$ cat src/rtl/tlpt_pkg.sv
// ----------------------------------------------------------------------------
// tlpt_pkg
// shared types and constants of the two-level page table updater
// ----------------------------------------------------------------------------
`default_nettype none
package tlpt_pkg;
  localparam int unsigned POOL_FRAMES_DEF = 16;
  localparam int unsigned ENTRIES_PER_TABLE = 1024;
  localparam int unsigned IDX_W = 10;
  localparam int unsigned FRAME_W = 20;
  localparam int unsigned ENTRY_W = 23;
  localparam logic [19:0] POOL_START_RESET = 20'd256;

  typedef enum logic [1:0] {
    KIND_MAP    = 2'd0,
    KIND_UNMAP  = 2'd1,
    KIND_NEWDIR = 2'd2,
    KIND_NONE   = 2'd3
  } kind_t;

  typedef enum logic [1:0] {
    ST_OK       = 2'd0,
    ST_NOT_PRES = 2'd1,
    ST_EXHAUST  = 2'd2
  } status_t;

  // request as queued between front and back
  typedef struct packed {
    kind_t       kind;
    logic [19:0] dir_frame;
    logic [31:0] virt_addr;
    logic [31:0] phys_addr;
    logic [2:0]  attrs;
  } req_t;

  typedef enum logic [3:0] {
    S_IDLE, S_DECODE, S_RD_PDE, S_WAIT_PDE, S_CHK_PDE, S_CLEAR, S_WR_PDE,
    S_WR_PTE, S_RD_PTE, S_WAIT_PTE, S_ZERO_PTE, S_DONE
  } bstate_t;
endpackage
`default_nettype wire

$ cat src/rtl/tlpt_fifo.sv
// ----------------------------------------------------------------------------
// tlpt_fifo
// small request queue between front end and back end
// ----------------------------------------------------------------------------
`default_nettype none
module tlpt_fifo
  import tlpt_pkg::*;
(
  input  wire logic clk,
  input  wire logic rst,
  input  wire logic push,
  input  wire req_t wdata,
  output logic      full,
  input  wire logic pop,
  output req_t      rdata,
  output logic      empty
);
  req_t       mem [2];
  logic       wp, rp;
  logic [1:0] cnt;

  assign full  = (cnt == 2'd2);
  assign empty = (cnt == 2'd0);
  assign rdata = mem[rp];

  always_ff @(posedge clk) begin
    if (push && !full) mem[wp] <= wdata;
  end

  always_ff @(posedge clk) begin
    if (rst) begin
      wp <= 1'b0; rp <= 1'b0; cnt <= 2'd0;
    end else begin
      if (push && !full) wp <= ~wp;
      if (pop && !empty) rp <= ~rp;
      cnt <= cnt + 2'(push && !full) - 2'(pop && !empty);
    end
  end

  a_cnt_max: assert property (@(posedge clk) disable iff (rst) cnt <= 2'd2)
    else $error("queue count overflow");
  a_no_push_full: assert property (@(posedge clk) disable iff (rst)
    full && !pop |=> cnt == 2'd2) else $error("queue lost entry");
  a_empty_pop: assert property (@(posedge clk) disable iff (rst)
    empty && !push |=> empty) else $error("queue invented entry");
endmodule
`default_nettype wire

$ cat config.mk
export PLATFORM = sky130hd
export DESIGN_NAME = tlpt_fifo
export DESIGN_NICKNAME = d
export VERILOG_FILES = /design/src/rtl/tlpt_pkg.sv /design/src/rtl/tlpt_fifo.sv
export SDC_FILE = /design/constraint.sdc
export NUM_CORES = 1
export LEC_CHECK = 0
export BUFFER_PORTS_ARGS = -buffer_cell sky130_fd_sc_hd__buf_2
export CORE_UTILIZATION = 35
export DETAILED_ROUTE_END_ITERATION = 7
export PLACE_DENSITY = 0.67
export SLEW_MARGIN = 20
export SYNTH_ARGS = -nofsm -noshare
export SYNTH_HDL_FRONTEND = slang
export SYNTH_SLANG_ARGS = --single-unit
$ cat constraint.sdc
create_clock -name clk -period 8.9 [get_ports clk]
set_clock_uncertainty 0.05 [all_clocks]
set_input_delay 0.89 -clock clk [delete_from_list [all_inputs] [get_ports clk]]
set_output_delay 0.89 -clock clk [all_outputs]
set_load 0.02 [all_outputs]
==> metrics.cfg, run 1 <==
[sta]
slew_violations = 0
period_minus_slack_ns = 3.37
setup_viol_count_final = 0
fin_tns_setup_ns = 0
whs_ns = 0.454
timing.fmax_mhz = 297
worstMarginPinSlew_ns = 0.694
slew_headroom = 0.537
post-route-period-util = 0.379
final_hold_viol_count = 0
rsz0062_at_grt = false

[power]
swShare = 0.308
power_frac_clock = 0.259
pwr-share-comb = 0.280
power_density_nw_per_um2 = 300
ir_worst_vdd_uv = 207
p_switching_mw = 0.771
p_leak_nw = 3.12
p_int_mw = 1.74
p_seq_frac = 0.462

[global_routing]
grt_pass1_wl_um = 18500
grt_overflow = 0
grt_max_degree = 49
grt_pass1_vias = 3610
grt_usage = 0.125
antenna_found_initial = 1

[drt]
vias = 3395
wl_per_cell_um = 16.1
drc_errors = 0
viasPerCell = 4.56
drt-initial-drc-count = 180
routed_wl_um = 12000
antenna_left = 0
first_pass_iters = 4

[floorplan]
initial_core_util = 0.357
core-area_um2 = 18700
dieWidth_um = 140
std_cell_rows = 50
io_pins = 184
die_y_um = 140
dieArea_um2 = 19700

[worst_setup_path]
arrival_ns = 2.43
crit_buf_inv = 2
cp_top_family = buffers and inverters
worst-setup-path-type = flip-flop to primary output
crit_chain = buf_4, mux2_2, buf_2
slowest_stage = dfxtp_4
cp_slowest_stage_delay_ns = 0.71
critical_path.endpoint_type = primary output
crit_required_ns = 7.96
crit_path_start_kind = flip-flop
critPathMaxFanout = 48

[clocking]
cts_max_level = 4
hold_buffers = 0
numCtsBuffers = 17
cts_num_sinks = 183
post_cts_buffers = 0
cts_root_buffer = clkbuf_16
cts.clk_slew.worst_paths_ns = 0.06
ctsResizeCount = 0
cts_tree = yes
insertion_delay_ns = 0.41
clock_path_buffers = 2

[yosys]
synth_fa_ha_area_frac = 0.00374
synth_seq_area_share = 0.814
avgSynthCellArea_um2 = 22.0
synth.distinct_cells = 22
synth_compound_area_frac = 0.00262
synth_cells = 304
syn_area_um2 = 6690
yosys_warnings = 0
async_reset_ff_frac = 0
yosysTopAreaCell = edfxtp_1
synthSimpleGateAreaFrac = 0.00861
synthTopCellsByArea = edfxtp_1 80%, mux2_2 13%, mux2_4 2.2%
synth_edf_count = 178
syn_nets = 399
ys_seq_elements = 183
yosys_most_used_dff = edfxtp_1
synth_top_area_frac = 0.799
synth_top_family_by_area = multiplexers
synth_mux_area_frac = 0.156
synth_xor_area_frac = 0.00262

[hold_path]
hold_path_class = flip-flop to flip-flop

[layout]
final_common_cell = buf_2
nFillCells = 1641
final_cell_mix = 183 x buf_2, 178 x edfxtp_1, 79 x mux2_2, 17 x clkbuf_16, 10 x mux2_4
multi_input_area_um2 = 1160
nNetsFinal = 594
final_core_util = 0.447
regArea_um2 = 5450
area_growth_pct = 25.0
drive_gt1_frac = 0.596

[placement]
post-dp-hpwl_um = 7730
gp_congestion = 0.687
numPortBuffers = 183

[run]
drv_cap = 0

[run_status]
status = complete, no violations

tightest hold or removal path: stages, from the launching register on:
cell and delay, ns:
dfxtp_1 0.32, o21ai_0 0.07, a21oi_1 0.07
final timing paths:
kind | from | to | slack [ns] | depth (start not counted)
setup reg to reg | cnt[0] | mem[0][77] | 6.36 | 5
hold / removal | wp | wp | 0.45 | 2
setup / recovery | flip-flop | rdata[5] | 5.53 | 3
hold reg to reg | wp | wp | 0.45 | 2
cell families (layout without fill, tap and decap cells):
logic type                 after synthesis  count (layout)
DFF                                    183             183
buffers and inverters                   14             220
muxes                                   89              89
adders and majority gates                2               2
AOI/OAI and AO/OA                        3               3
and+or+nand+nor                         11              11
other                                    0               1
xor gates and xnor gates                 2               2
per-stage QoR:
| stage | area [um^2] | cells | worst slack [ns] | total power [mW] |
|---|---|---|---|---|
| after floorplan | 6690 | 304 | 5.38 | 1.67 |
| after global placement | 7860 | 714 | 5.90 | 1.87 |
| after detailed placement | 7860 | 714 | 5.84 | 1.89 |
| after CTS | 8360 | 744 | 5.47 | 2.54 |
| after global routing | 8360 | 744 | 5.38 | 2.62 |
| final | 8360 | 745 | 5.53 | 2.51 |
routing by layer:
metal	global-route usage	routed length, um	vias up
met3	0.0424	737	13
met4	0.0521	190	0
met2	0.211	5880	118
met5	0	0	-
met1	0.147	5190	1673
li1	-	-	1591
sequential cells by signal, summed over array words and instances, names as in the netlist, named ones only:
register	flops
cnt	2
wp	1
mem	178
rp	1
layout make-up:
type,count,share of cell area
antenna,1,0.000299
clock buffer,19,0.0518
clock inverter,11,0.00749
inverter,4,0.00210
multi-input combinational,107,0.139
sequential,183,0.652
tap,234,0.0350
timing repair buffer,186,0.112
Yosys cell counts, types with 2 or more instances:
library cell    n
mux2_4         10
buf_6           3
inv_1           3
edfxtp_1      178
ha_1            2
nor2_1          4
buf_2           7
mux2_2         79
dfxtp_1         5
power by group through the flow:
stage	Sequential (mW)	Combinational, mW	Clock (mW)
2_1_floorplan	1.15	0.525	0
3_5_place_dp	1.18	0.710	0
6_report	1.16	0.700	0.649
3_3_place_gp	1.17	0.702	0
5_1_grt	1.17	0.746	0.702
4_1_cts	1.16	0.714	0.667
No activity file was read; power rests on OpenSTA's default activity.
==> run 2: changes to the inputs <==
--- a/config.mk
+++ b/config.mk
@@ -5,10 +5,11 @@
 export SDC_FILE = /design/constraint.sdc
 export NUM_CORES = 1
 export LEC_CHECK = 0
+export ABC_AREA = 1
 export BUFFER_PORTS_ARGS = -buffer_cell sky130_fd_sc_hd__buf_2
 export CORE_UTILIZATION = 35
 export DETAILED_ROUTE_END_ITERATION = 7
-export PLACE_DENSITY = 0.67
+export PLACE_DENSITY = 0.69
 export SLEW_MARGIN = 20
 export SYNTH_ARGS = -nofsm -noshare
 export SYNTH_HDL_FRONTEND = slang
==> constraint.sdc (replaced) <==
create_clock -name clk -period 2.9 [get_ports clk]
set_clock_uncertainty 0.05 [all_clocks]
set_input_delay 0.29 -clock clk [delete_from_list [all_inputs] [get_ports clk]]
set_output_delay 0.29 -clock clk [all_outputs]
set_load 0.02 [all_outputs]
==> run 2 against run 1 <==
Compared with the run above:
- sequential power grew to 3.0 times the previous value
- utilization is 4.3 points higher
- critical path depth stayed put
- sequential cell count stayed put
==> metrics.cfg, run 2 <==
[yosys]
yosysTopAreaCell = edfxtp_1
synth_edf_count = 178
synth_cells = 316
synthTopCellsByArea = edfxtp_1 80%, mux2_2 13%, mux2_4 2.2%
syn_area_um2 = 6710
synth_top_area_frac = 0.797
synth_seq_area_share = 0.812
yosys_most_used_dff = edfxtp_1
avgSynthCellArea_um2 = 21.2
yosys_warnings = 0
synth_common_cells = 178 x edfxtp_1, 79 x mux2_2, 10 x inv_1, 10 x mux2_4, 9 x nor2_1
ys_seq_elements = 183
async_reset_ff_frac = 0
syn_nets = 411
synth.distinct_cells = 12
synth.most_common_cell = edfxtp_1

[floorplan]
die_y_um = 140
io_pins = 184
dieArea_um2 = 19700
dieWidth_um = 140
initial_core_util = 0.357
std_cell_rows = 50
core-area_um2 = 18800

[power]
p_leak_nw = 3.50
ir_worst_vdd_uv = 455
power_density_nw_per_um2 = 842
p_total_mw = 7.73

[global_routing]
grt_pass1_vias = 4107
grt_usage = 0.133
antenna_found_initial = 1
grt_pass1_wl_um = 19900
grt_max_degree = 52
grt_overflow = 0

[clocking]
insertion_delay_ns = 0.41
cts_num_sinks = 183
cts_root_buffer = clkbuf_16
cts.clk_slew.worst_paths_ns = 0.06
clock_path_buffers = 2
numCtsBuffers = 17
post_cts_buffers = 0
cts_max_level = 4
cts_tree = yes

[worst_setup_path]
worst-setup-path-type = flip-flop to primary output
critPathMaxFanout = 35
critical_path.endpoint_type = primary output
arrival_ns = 1.86
crit_path_start_kind = flip-flop
crit_required_ns = 2.56

[drt]
antenna_left = 0
vias = 3738
drc_errors = 0
drt-initial-drc-count = 212
routed_wl_um = 13000
wl_per_cell_um = 15.6
viasPerCell = 4.50
first_pass_iters = 4

[placement]
place_area_um2 = 7930
post-dp-hpwl_um = 8130
place_inst = 729
gp_congestion = 0.670
numPortBuffers = 183

[layout]
nFillCells = 1605
largest_reg_flops = 178
stdcell_count = 831
drive_gt1_frac = 0.517
stdcell_area_um2 = 9180
final_common_cell = buf_2
reg_top3 = mem x178, cnt x2
area_growth_pct = 37.0
final_cell_mix = 183 x buf_2, 178 x edfxtp_1, 79 x mux2_2, 69 x dlygate4sd3_1, 17 x clkbuf_16
nNetsFinal = 678
largest_register = mem

[sta]
post-route-period-util = 0.759
rsz0062_at_grt = false
slew_violations = 0
period_minus_slack_ns = 2.20
slew_headroom = 0.564
setup_viol_count_final = 0
worstMarginPinSlew_ns = 0.654
fin_tns_setup_ns = 0
final_hold_viol_count = 0
timing.fmax_mhz = 454

[run_status]
status = complete, no violations

[hold_path]
hold_path_class = input pin to flip-flop

[run]
drv_cap = 0

## run 2: changes by cell type after synthesis, sizes merged, moves of 3 or more
cell   delta
inv       +6
nand2     +7
nand3     +3
nor2      +5
## run 2: final cells by class
class / count / area, um^2 / area share
Timing Repair Buffer: 258 / 1680 / 0.183
Clock buffer: 18 / 429 / 0.0467
Multi-Input combinational cell: 113 / 1160 / 0.126
Sequential cell: 183 / 5450 / 0.593
Tap cell: 234 / 293 / 0.0319
Antenna cell: 1 / 2.50 / 0.000272
Inverter: 10 / 40.0 / 0.00436
Clock inverter: 14 / 133 / 0.0144
## run 2: per-stage QoR
stage                util  setup slack, ns  hold WS (ns)
finish              0.489            0.698        0.0240
global route        0.489            0.580      0.000133
CTS                 0.480            0.655      0.000203
detailed placement  0.422             1.11         0.424
global placement    0.422             1.15         0.417
floorplan               -           0.0962         0.311
## run 2: repair_timing
item                                   CTS  global route
hold buffers                            52            17
resized for setup                        0             0
endpoints found under the hold margin  103            32
## run 2: path summary, 6_finish.rpt
path                                 from    endpoint  slack [ns]  cells past startpoint
worst max-delay path            flip-flop   rdata[62]        0.70                      3
worst min-delay path            wdata[76]  mem[0][76]        0.02                      1
worst max register to register     cnt[0]  mem[0][48]        1.12                      5
worst min register to register         wp          wp        0.51                      2
## run 2: cell families (layout without fill, tap and decap cells)
| logic type | Yosys count | after routing | synth area share |
|---|---|---|---|
| AO/OA/AOI/OAI | 2 | 2 | 0.00149 |
| adder cells (fa/ha/maj) | 2 | 2 | 0.00373 |
| buffers and inverters | 20 | 300 | 0.0159 |
| flip-flops | 183 | 183 | 0.812 |
| multiplexers | 89 | 89 | 0.155 |
| other | 0 | 1 | 0 |
| AND/OR/NAND/NOR | 20 | 20 | 0.0118 |
## run 2: layer usage
| metal | vias up | global-route usage | share of wire |
|---|---|---|---|
| li1 | 1760 | - | - |
| met1 | 1846 | 0.143 | 0.39 |
| met2 | 114 | 0.241 | 0.55 |
| met3 | 18 | 0.0410 | 0.048 |
| met4 | 0 | 0.0573 | 0.018 |
| met5 | - | 0 | 0 |
## run 2: critical path: stages (launching register included)
cell and delay [ns]:
dfxtp_4 0.44, buf_4 0.43, mux2_2 0.40, buf_2 0.16
## run 2: power by group
group | leakage, nW | switching [mW] | internal (mW)
registers | 1.70 | 0.109 | 3.36
clock network | 0.280 | 0.933 | 1.26
logic | 1.52 | 1.22 | 0.846
